$ cat src/rtl/dsrsp_pkg.sv
// Shared types and constants for the dense swap-remove slot pool.
package dsrsp_pkg;

    localparam int POOL_DEPTH = 256;
    localparam int IDX_W      = $clog2(POOL_DEPTH);
    localparam int CNT_W      = IDX_W + 1;
    localparam int OBJ_W      = 8;
    localparam int CAP_W      = 9;

    // object_to_position entry for an object that is not in use
    localparam logic [CNT_W-1:0] POS_INVALID = '1;

    localparam logic [1:0] OP_ALLOC  = 2'd0;
    localparam logic [1:0] OP_FREE   = 2'd1;
    localparam logic [1:0] OP_LOOKUP = 2'd2;

    typedef enum logic [1:0] {
        ST_OK    = 2'd0,
        ST_FULL  = 2'd1,
        ST_EMPTY = 2'd2,
        ST_BAD   = 2'd3
    } status_t;

    typedef struct packed {
        logic [1:0] opcode;
        logic [7:0] object_id;
        logic [7:0] position_index;
    } item_t;

    typedef struct packed {
        logic [1:0] status;
        logic [7:0] result_object;
        logic [7:0] result_position;
        logic [8:0] in_use_count;
    } result_t;

    typedef struct packed {
        logic accept;
        logic alloc_wr;
        logic free_move;
        logic free_park;
        logic respond;
    } ctrl_cmd_t;

    typedef struct packed {
        logic [1:0] opcode;
        logic       alloc_ok;
        logic       free_ok;
    } dp_stat_t;

endpackage

$ cat src/rtl/dsrsp_ctrl.sv
// Sequencer for the slot pool: accept, execute and swap-park steps.
module dsrsp_ctrl
    import dsrsp_pkg::*;
(
    input  logic       clk,
    input  logic       rst_n,
    input  logic       start,
    output logic       busy,
    input  dp_stat_t   stat,
    output ctrl_cmd_t  cmd
);

    typedef enum logic [1:0] {
        S_IDLE,
        S_EXEC,
        S_PARK
    } state_t;

    state_t state_reg, state_next;

    assign busy = (state_reg != S_IDLE);

    always_comb
    begin
        state_next = state_reg;
        cmd        = '0;
        case (state_reg)
            S_IDLE:
            begin
                if (start)
                begin
                    cmd.accept = 1'b1;
                    state_next = S_EXEC;
                end
            end
            S_EXEC:
            begin
                if (stat.opcode == OP_FREE && stat.free_ok)
                begin
                    // first half of the swap, second half parks the freed object
                    cmd.free_move = 1'b1;
                    state_next    = S_PARK;
                end
                else
                begin
                    cmd.alloc_wr = (stat.opcode == OP_ALLOC) && stat.alloc_ok;
                    cmd.respond  = 1'b1;
                    state_next   = S_IDLE;
                end
            end
            S_PARK:
            begin
                cmd.free_park = 1'b1;
                cmd.respond   = 1'b1;
                state_next    = S_IDLE;
            end
            default:
            begin
                state_next = S_IDLE;
            end
        endcase
    end

    always_ff @(posedge clk or negedge rst_n)
    begin
        if (!rst_n)
            state_reg <= S_IDLE;
        else
            state_reg <= state_next;
    end

endmodule

$ cat src/rtl/dsrsp_datapath.sv
// Position and inverse maps, in-use count, capacity register and result register.
module dsrsp_datapath
    import dsrsp_pkg::*;
(
    input  logic             clk,
    input  logic             rst_n,
    input  item_t            item,
    input  logic             cfg_valid,
    input  logic [CAP_W-1:0] cfg_data,
    input  ctrl_cmd_t        cmd,
    output dp_stat_t         stat,
    output result_t          result,
    output logic             done
);

    logic [OBJ_W-1:0] p2o_mem [POOL_DEPTH];
    logic [CNT_W-1:0] o2p_mem [POOL_DEPTH];
    // positions and objects below this mark have been written in both maps
    logic [CNT_W-1:0] hwm_reg;

    logic [CAP_W-1:0] cap_reg;
    logic [CNT_W-1:0] count_reg;

    logic [1:0]       op_reg;
    logic [OBJ_W-1:0] obj_reg;
    logic [IDX_W-1:0] pos_reg;
    logic             full_reg;
    logic             range_bad_reg;

    // registered read ports
    logic [OBJ_W-1:0] p2o_q_reg;
    logic             p2o_hit_reg;
    logic [IDX_W-1:0] p2o_addr_reg;
    logic [CNT_W-1:0] o2p_q_reg;
    logic             o2p_hit_reg;

    logic [OBJ_W-1:0] p2o_rd;
    logic [CNT_W-1:0] o2p_rd;

    logic [CAP_W-1:0] cap_eff;
    logic [IDX_W-1:0] p2o_raddr;
    logic [IDX_W-1:0] last_idx;

    logic             p2o_we;
    logic [IDX_W-1:0] p2o_waddr;
    logic [OBJ_W-1:0] p2o_wdata;
    logic             o2p_we;
    logic [IDX_W-1:0] o2p_waddr;
    logic [CNT_W-1:0] o2p_wdata;

    result_t          result_next;

    result_t          result_reg;
    logic             done_reg;

    assign cap_eff  = (cap_reg > CAP_W'(POOL_DEPTH)) ? CAP_W'(POOL_DEPTH) : cap_reg;
    assign last_idx = IDX_W'(count_reg - CNT_W'(1));

    // never-written entries read as their reset values
    assign p2o_rd = p2o_hit_reg ? p2o_q_reg : OBJ_W'(p2o_addr_reg);
    assign o2p_rd = o2p_hit_reg ? o2p_q_reg : POS_INVALID;

    always_comb
    begin
        case (item.opcode)
            OP_ALLOC: p2o_raddr = count_reg[IDX_W-1:0];
            OP_FREE:  p2o_raddr = last_idx;
            default:  p2o_raddr = item.position_index[IDX_W-1:0];
        endcase
    end

    assign stat.opcode   = op_reg;
    assign stat.alloc_ok = !full_reg;
    assign stat.free_ok  = (count_reg != '0) && (o2p_rd != POS_INVALID)
                           && (o2p_rd < count_reg);

    // write port selection; allocate rewrites its own position to advance the mark
    always_comb
    begin
        p2o_we    = cmd.alloc_wr || cmd.free_move || cmd.free_park;
        p2o_wdata = cmd.free_park ? obj_reg : p2o_rd;
        o2p_we    = cmd.alloc_wr || cmd.free_move || cmd.free_park;
        if (cmd.free_park)
        begin
            p2o_waddr = last_idx;
            o2p_waddr = obj_reg[IDX_W-1:0];
            o2p_wdata = POS_INVALID;
        end
        else if (cmd.free_move)
        begin
            p2o_waddr = o2p_rd[IDX_W-1:0];
            o2p_waddr = p2o_rd[IDX_W-1:0];
            o2p_wdata = o2p_rd;
        end
        else
        begin
            p2o_waddr = count_reg[IDX_W-1:0];
            o2p_waddr = p2o_rd[IDX_W-1:0];
            o2p_wdata = count_reg;
        end
    end

    always_ff @(posedge clk)
    begin
        if (cmd.accept)
        begin
            p2o_q_reg    <= p2o_mem[p2o_raddr];
            p2o_addr_reg <= p2o_raddr;
            o2p_q_reg    <= o2p_mem[item.object_id[IDX_W-1:0]];
        end
        if (p2o_we)
            p2o_mem[p2o_waddr] <= p2o_wdata;
        if (o2p_we)
            o2p_mem[o2p_waddr] <= o2p_wdata;
    end

    always_ff @(posedge clk or negedge rst_n)
    begin
        if (!rst_n)
        begin
            hwm_reg     <= '0;
            p2o_hit_reg <= 1'b0;
            o2p_hit_reg <= 1'b0;
        end
        else
        begin
            if (cmd.accept)
            begin
                p2o_hit_reg <= (CNT_W'(p2o_raddr) < hwm_reg);
                o2p_hit_reg <= (CNT_W'(item.object_id[IDX_W-1:0]) < hwm_reg);
            end
            if (cmd.alloc_wr && (count_reg == hwm_reg))
                hwm_reg <= hwm_reg + CNT_W'(1);
        end
    end

    always_ff @(posedge clk)
    begin
        if (cmd.accept)
        begin
            op_reg        <= item.opcode;
            obj_reg       <= item.object_id;
            pos_reg       <= item.position_index[IDX_W-1:0];
            full_reg      <= (CAP_W'(count_reg) >= cap_eff);
            range_bad_reg <= (CAP_W'(item.position_index) >= cap_eff);
        end
    end

    always_comb
    begin
        result_next = '{status: ST_BAD, result_object: '0, result_position: '0,
                        in_use_count: count_reg};
        case (op_reg)
            OP_ALLOC:
            begin
                if (full_reg)
                    result_next.status = ST_FULL;
                else
                begin
                    result_next.status          = ST_OK;
                    result_next.result_object   = p2o_rd;
                    result_next.result_position = count_reg[IDX_W-1:0];
                    result_next.in_use_count    = count_reg + CNT_W'(1);
                end
            end
            OP_FREE:
            begin
                if (count_reg == '0)
                    result_next.status = ST_EMPTY;
                else if (cmd.free_park)
                begin
                    result_next.status          = ST_OK;
                    result_next.result_object   = obj_reg;
                    result_next.result_position = o2p_rd[IDX_W-1:0];
                    result_next.in_use_count    = count_reg - CNT_W'(1);
                end
            end
            OP_LOOKUP:
            begin
                if (!range_bad_reg)
                begin
                    result_next.status          = ST_OK;
                    result_next.result_object   = p2o_rd;
                    result_next.result_position = pos_reg;
                end
            end
            default:
            begin
                result_next.status = ST_BAD;
            end
        endcase
    end

    always_ff @(posedge clk or negedge rst_n)
    begin
        if (!rst_n)
        begin
            count_reg <= '0;
            cap_reg   <= CAP_W'(256);
            done_reg  <= 1'b0;
        end
        else
        begin
            done_reg <= cmd.respond;
            if (cfg_valid)
                cap_reg <= cfg_data;
            if (cmd.alloc_wr)
                count_reg <= count_reg + CNT_W'(1);
            else if (cmd.free_park)
                count_reg <= count_reg - CNT_W'(1);
        end
    end

    always_ff @(posedge clk)
    begin
        if (cmd.respond)
            result_reg <= result_next;
    end

    assign result = result_reg;
    assign done   = done_reg;

endmodule

$ cat src/rtl/dense_swap_remove_slot_pool.sv
// Dense slot pool with swap-with-last free: top level.
// Allocate, lookup and any error answer from the execute state; a good free, from the park state.
// A new item is accepted only back in idle, after the registered map read and execute;
//   a good free also needs the park state, since the swap needs two writes to the position table.
// done pulses one cycle with result; the receiver cannot stall.
// Reset: count 0, capacity 256; map entries at or above a written-high mark read as reset values.
module dense_swap_remove_slot_pool
    import dsrsp_pkg::*;
(
    input  logic             clk,
    input  logic             rst_n,
    input  logic             start,
    output logic             busy,
    input  item_t            item,
    output logic             done,
    output result_t          result,
    input  logic             cfg_valid,
    output logic             cfg_ready,
    input  logic [CAP_W-1:0] cfg_data
);

    ctrl_cmd_t cmd;
    dp_stat_t  stat;

    assign cfg_ready = 1'b1;

    dsrsp_ctrl u_ctrl (
        .clk   (clk),
        .rst_n (rst_n),
        .start (start),
        .busy  (busy),
        .stat  (stat),
        .cmd   (cmd)
    );

    dsrsp_datapath u_datapath (
        .clk       (clk),
        .rst_n     (rst_n),
        .item      (item),
        .cfg_valid (cfg_valid),
        .cfg_data  (cfg_data),
        .cmd       (cmd),
        .stat      (stat),
        .result    (result),
        .done      (done)
    );

endmodule
$ cat config.mk
export PLATFORM = sky130hd
export DESIGN_NAME = dense_swap_remove_slot_pool
export DESIGN_NICKNAME = d
export VERILOG_FILES = /design/src/rtl/dsrsp_pkg.sv /design/src/rtl/dsrsp_ctrl.sv /design/src/rtl/dsrsp_datapath.sv /design/src/rtl/dense_swap_remove_slot_pool.sv
export SDC_FILE = /design/constraint.sdc
export NUM_CORES = 2
export LEC_CHECK = 0
export BUFFER_PORTS_ARGS = -buffer_cell sky130_fd_sc_hd__buf_2
export CAP_MARGIN = 40
export CORE_MARGIN = 2
export CORE_UTILIZATION = 35
export DETAILED_ROUTE_END_ITERATION = 8
export GPL_TIMING_DRIVEN = 0
export HOLD_SLACK_MARGIN = 0.05
export PLACE_DENSITY = 0.55
export REMOVE_ABC_BUFFERS = 1
export SYNTH_ARGS = -nofsm -noshare
export SYNTH_HDL_FRONTEND = slang
export SYNTH_MEMORY_MAX_BITS = 65536
export SYNTH_SLANG_ARGS = --single-unit
$ cat constraint.sdc
create_clock -name clk -period 22.2 [get_ports clk]
set_input_delay 1.11 -clock clk [delete_from_list [all_inputs] [get_ports clk]]
set_output_delay 1.11 -clock clk [all_outputs]
set_load 0.02 [all_outputs]
# == Yosys cells after proc, flatten, opt, wreduce, memory -nomap -nowiden ==
# Memories as Yosys holds them, arrays and structs flattened. A register that Yosys moved wholly into a read port is not among the register bits.
# Index checks and enable logic that the tools add are counted.
# op_classes
add_sub_neg,3
order_cmp,6
n_eq_ne,8
muxes,33
reduce_logical,15
# op_table
op,count
two-way mux 9 bit,6
two-way mux 25 bit,2
one-hot mux 16 bit (3 select lines),1
two-way mux 8 bit,4
two-way mux 27 bit,1
"adder 9 x 1 -> 9 bit, second input constant",2
less-than comparator 8 x 9 -> 1 bit,2
two-way mux 18 bit,1
one-hot mux 9 bit (2 select lines),1
one-hot mux 8 bit (2 select lines),1
== test 9 bit,1
greater-or-equal comparator 8 x 9 -> 1 bit,1
greater-or-equal comparator 9 bit,1
"> comparator 9 bit, second input constant",1
logical NOT 9 bit,1
less-than comparator 9 bit,1
two-way mux 1 bit,9
"inequality test 9 bit, second input constant",1
nonzero test 9 bit,1
"subtractor 9 x 1 -> 9 bit, second input constant",1
two-way mux 2 bit,4
"== test 2 x 1 -> 1 bit, second input constant",3
logical NOT 2 bit,3
one-hot mux 2 bit (3 select lines),1
other kinds (8),15
# word_totals
reg_bits,87
ramBits,4352
inputBits,31
out_inout_bits,30
wordCells,84
mem_count,2
# mem_list
name,depth,word_bits,rd,rd_ports_with_merged_regs,wr,line,text
u_datapath.o2p_mem,256,9,1,1,1,dsrsp_datapath.sv:17,logic [CNT_W-1:0] o2p_mem [POOL_DEPTH];
u_datapath.p2o_mem,256,8,1,1,1,dsrsp_datapath.sv:16,logic [OBJ_W-1:0] p2o_mem [POOL_DEPTH];

# == Longest topological paths before layout ==
# logic_depth
depth_word,11
ltp_mapped,18
depth_no_buf,13

# == Modules after synthesis ==
# Synthesis repeated with hierarchy kept, for this count alone.
# hier_totals
hier_cells,8207
area_unflattened_um2,173497.6
# modules_own_cells
mod,n_inst,cells_each,area_each_um2,seq_area_each_um2
dsrsp_datapath,1,8186,173291.2,133599.4
dsrsp_ctrl,1,19,195.2,50.0
dense_swap_remove_slot_pool,1,2,11.3,0.0

# == Worst setup path after synthesis ==
# No wires, ideal clock.
# synth_path
kind,register to register
start,register u_datapath.o2p_hit_reg
end,memory u_datapath.o2p_mem[0][2] (netlist bit) (data pin)
setup_time_ns,1.534
arrival_time_ns,8.972
required_ns,20.666
slack_ns,11.694
stages_incl_launch_ff,12
n_path_buf,2
period_less_slack_ns,10.506
path_cell_list,dfrtp_1 -> inv_1 -> nor2_1 -> inv_1 -> ha_1 -> a21o_1 -> a2111oi_2 -> o311a_2 -> o211ai_4 -> buf_6 -> clkbuf_1 -> o211ai_1
# synth_via
elab_chain_cells,9
elab_cells_between_ends,10
classes_between,1 x order compare; 1 x eq/ne; 5 x mux; 3 x reduce/logical
# synth_rtl
element,line,text
start: declaration,dsrsp_datapath.sv:35,logic o2p_hit_reg;
start signal: assignment,dsrsp_datapath.sv:130,o2p_hit_reg <= (CNT_W'(item.object_id[IDX_W-1:0]) < hwm_reg);
two-way mux 9 bit (*),dsrsp_datapath.sv:61,assign o2p_rd = o2p_hit_reg ? o2p_q_reg : POS_INVALID;
"parallel branches: the longest is 6 deep, another holds less-than comparator 9 bit",--,
two-way mux 9 bit (*),dsrsp_datapath.sv:89,else if (cmd.free_move)
two-way mux 9 bit (*),dsrsp_datapath.sv:83,if (cmd.free_park)
net u_datapath.o2p_wdata[2],dsrsp_datapath.sv:49,logic [CNT_W-1:0] o2p_wdata;
end: declaration,dsrsp_datapath.sv:17,
# Mark *: on every way through the listed nets, which the timed path passes.

# == Worst setup path after layout ==
# layout_path
start,register u_datapath.count_reg[0]
end,register u_datapath.p2o_q_reg[7] (read register of u_datapath.p2o_mem) (data pin)
# layout_via
elab_chain_cells,2
# layout_rtl
element,line,text
start: declaration,dsrsp_datapath.sv:22,logic [CNT_W-1:0] count_reg;
start signal: assignment,dsrsp_datapath.sv:208,count_reg <= count_reg + CNT_W'(1);
start signal: assignment,dsrsp_datapath.sv:210,count_reg <= count_reg - CNT_W'(1);
subtractor 9 x 1 -> 9 bit,dsrsp_datapath.sv:57,assign last_idx = IDX_W'(count_reg - CNT_W'(1));
one-hot mux 8 bit (2 select lines) (*),dsrsp_datapath.sv:65,case (item.opcode)
end: declaration,dsrsp_datapath.sv:31,logic [OBJ_W-1:0] p2o_q_reg;
# Every way passes the cells marked *; elsewhere a longest branch is shown, timed or not.
# A chain may end at the register's enable or synchronous reset.

==> reports/qor.yml <==
outcome: "finished clean"
wl_per_cell_um: 26.8
fillers: 45000
required_ns: 22.82
ys.flop_type: "edfxtp_1"
die_w_um: 715
h-tree-depth: 5
synth_top_area_share_pct: 75.0
post_cts.repair.setup_buffers: 0
leakage_nw: 65.4
cts_buffers: 432
overflow: 0
core-area_um2: 505000
ir_worst_vdd_mv: 0.106
drtIter0Drc: 11500
synth_area_leaders: "edfxtp_1, mux4_2, nand2_1, a311oi_1, nand3_1"
yosysWarningCount: 0
vias: 96600
worstSetupPathType: "reg2reg"
synth_top_area_cell: "edfxtp_1"
syn_inst: 10500
yosysUniqueCellTypes: 81
fp.dieH_um: 715
routed_via_density: 5.40
worst_pin_slew_ns: 1.01
die_area_um2: 512000
synthToLayoutAreaGrowth_pct: 14.5
maxCapViolCount: 0
drive_above_1_share_pct: 17.7
grt_antenna_before_repair: 17
dpl.cell_count: 17100
cts_tree: "done"
firstDrtPassIters: 8
final_cell_mix: "edfxtp_1, nand2_1, mux4_2, nor2_1, nand3_1"
seq_area_um2: 134000
gp_congestion: 0.825
clock_skew_ns: 0.0535
drt-total-wl_um: 479000
clkTransAtPathRegs_ns: 0.06
hpwl_um: 307000
relSlewSlack_pct: 32.4
max-clock-path-buffers: 4
rsz0062_at_grt: "no"
rows: 261
nets: 10900
cts_resized: 0
synth_edf_count: 4424
grt_pass1_vias: 96200
cts.sinks: 4456
final-setup-viol-count: 0
hold_class: "in2async"
holdWs_ns: 0.295
arrival_ns: 8.75
insertion_delay_ns: 0.96
postRouteAntennaNets: 0
ys_seq_area_share_pct: 75.4
track_usage_pct: 18.3
drv_slew: 0
grt_pass1_wl_um: 688000
fin_crit_ns: 8.13
cp-end-kind: "register"
multi_input_area_um2: 40600
max_clock_freq_mhz: 123
clockRootBuffer: "clkbuf_16"
hold_violations: 0
final_util_pct: 40.2
drc_errors: 0
grt_max_degree: 146
crit_fanout: 139
finish.cell_count_without_fillers: 17900
portBuffers: 59
synth_seq_cells: 4456
holdBufCountCts: 0
crit_path_start_kind: "register"
final_common_cell: "edfxtp_1"
initial_core_util_pct: 35.1
power.density_nw_per_um2: 112
ios: 61
synthArstFlopShare_pct: 0.718
largest_register_ffs: 2304
synth.avg_cell_area_um2: 16.8
synthesis.area_um2: 177000
finalCritPeriodShare_pct: 36.6
[report_power, final]
group,internal (mW),switching [mW]
registers,10.7,0.100
clock network,4.02,3.11
logic,1.27,3.61
[per-stage QoR]
step | setup TNS, ns | worst slack [ns] | area, um2 | total power [mW]
3_3_place_gp | -1309.19 | -129.06 | 183000 | 17.0
5_1_grt | 0 | 13.91 | 203000 | 23.6
6_report | 0 | 14.07 | 203000 | 22.8
2_1_floorplan | -399.75 | -40.33 | 174000 | 14.0
3_5_place_dp | 0 | 14.34 | 189000 | 15.8
4_1_cts | 0 | 14.27 | 203000 | 22.9
[synthesized netlist by cell type, types with 5 or more instances]
cell type and n:
edfxtp_1 4424, nand2_1 2082, mux4_2 759, nor2_1 565, nand3_1 529, and3_1 342
a311oi_1 304, buf_2 269, clkbuf_1 262, nor3_1 149, buf_1 100, a31oi_1 72
mux2i_1 67, ha_1 46, a21oi_1 43, a22oi_1 42, inv_1 41, nand4_1 35
o21ai_0 32, dfrtp_1 31, nor4_1 31, buf_4 29, xnor2_1 29, mux2_2 28
nor2b_1 25, nand2b_1 15, a2111oi_0 14, a32oi_1 14, and2_1 11, nor2_4 11
a22o_1 9, buf_6 9, or3_1 9, a21o_1 8, o22ai_1 8, o211ai_1 7
a211oi_1 6, inv_2 5, o31ai_1 5
[logic make-up after synthesis]
family | Yosys count | share of synthesized area [%]
DFF | 4456 | 75.4
and+or+nand+nor | 3829 | 9.38
muxes | 855 | 10.2
buffers and inverters | 719 | 1.82
AOI/OAI and AO/OA | 597 | 2.66
adders and majority gates | 46 | 0.325
xor gates and xnor gates | 31 | 0.153
other | 1 | 0.00212
[per-layer routing]
layer | vias up | share of wire [%] | routed length, um | global-route usage (%)
met5 | - | 0.019 | 89 | 0
met4 | 12 | 3.7 | 17500 | 6.15
met3 | 715 | 7.2 | 34200 | 3.02
met2 | 3599 | 49 | 233000 | 30.4
met1 | 50600 | 41 | 194000 | 24.4
li1 | 41700 | - | - | -
[final cells by class]
type,count,area share (%)
diodes,9,0.0111
clock buffers,556,5.67
clock inverters,225,0.972
inverters,49,0.105
multi-input cells,5359,20.0
flip-flops and latches,4456,65.9
well taps,6706,4.14
repair buffers,532,3.18
[path summary, 6_finish.rpt]
check,start,endpoint,slack (ns),cells after the start
max reg2reg,u_datapath.count_reg[0],u_datapath.p2o_q_reg[7],14.07,18
max,u_datapath.count_reg[0],u_datapath.p2o_q_reg[7],14.07,18
min reg2reg,u_datapath.cap_reg[0],u_datapath.cap_reg[0],0.51,1
min in group clk,cfg_data[8],u_datapath.cap_reg[8],0.42,3
min,rst_n,u_datapath.done,0.29,1
max in group asynchronous,rst_n,u_datapath.count_reg[7],21.36,1
[critical path, stage by stage (launching register included)]
cell and delay [ns]:
dfrtp_1 0.80, inv_1 0.33, ha_1 0.47, nand2b_1 0.20
a31o_4 0.40, buf_16 0.27, buf_16 0.25, inv_8 0.32
buf_16 0.35, buf_16 0.36, buf_16 0.40, buf_16 0.46
nand2_1 0.11, and3_1 0.19, a311oi_1 0.26, nor3_1 0.13
nor4_1 0.76, nand3_1 0.42, nor4b_2 0.75
Note: power is estimated with default switching activity, not from simulation.
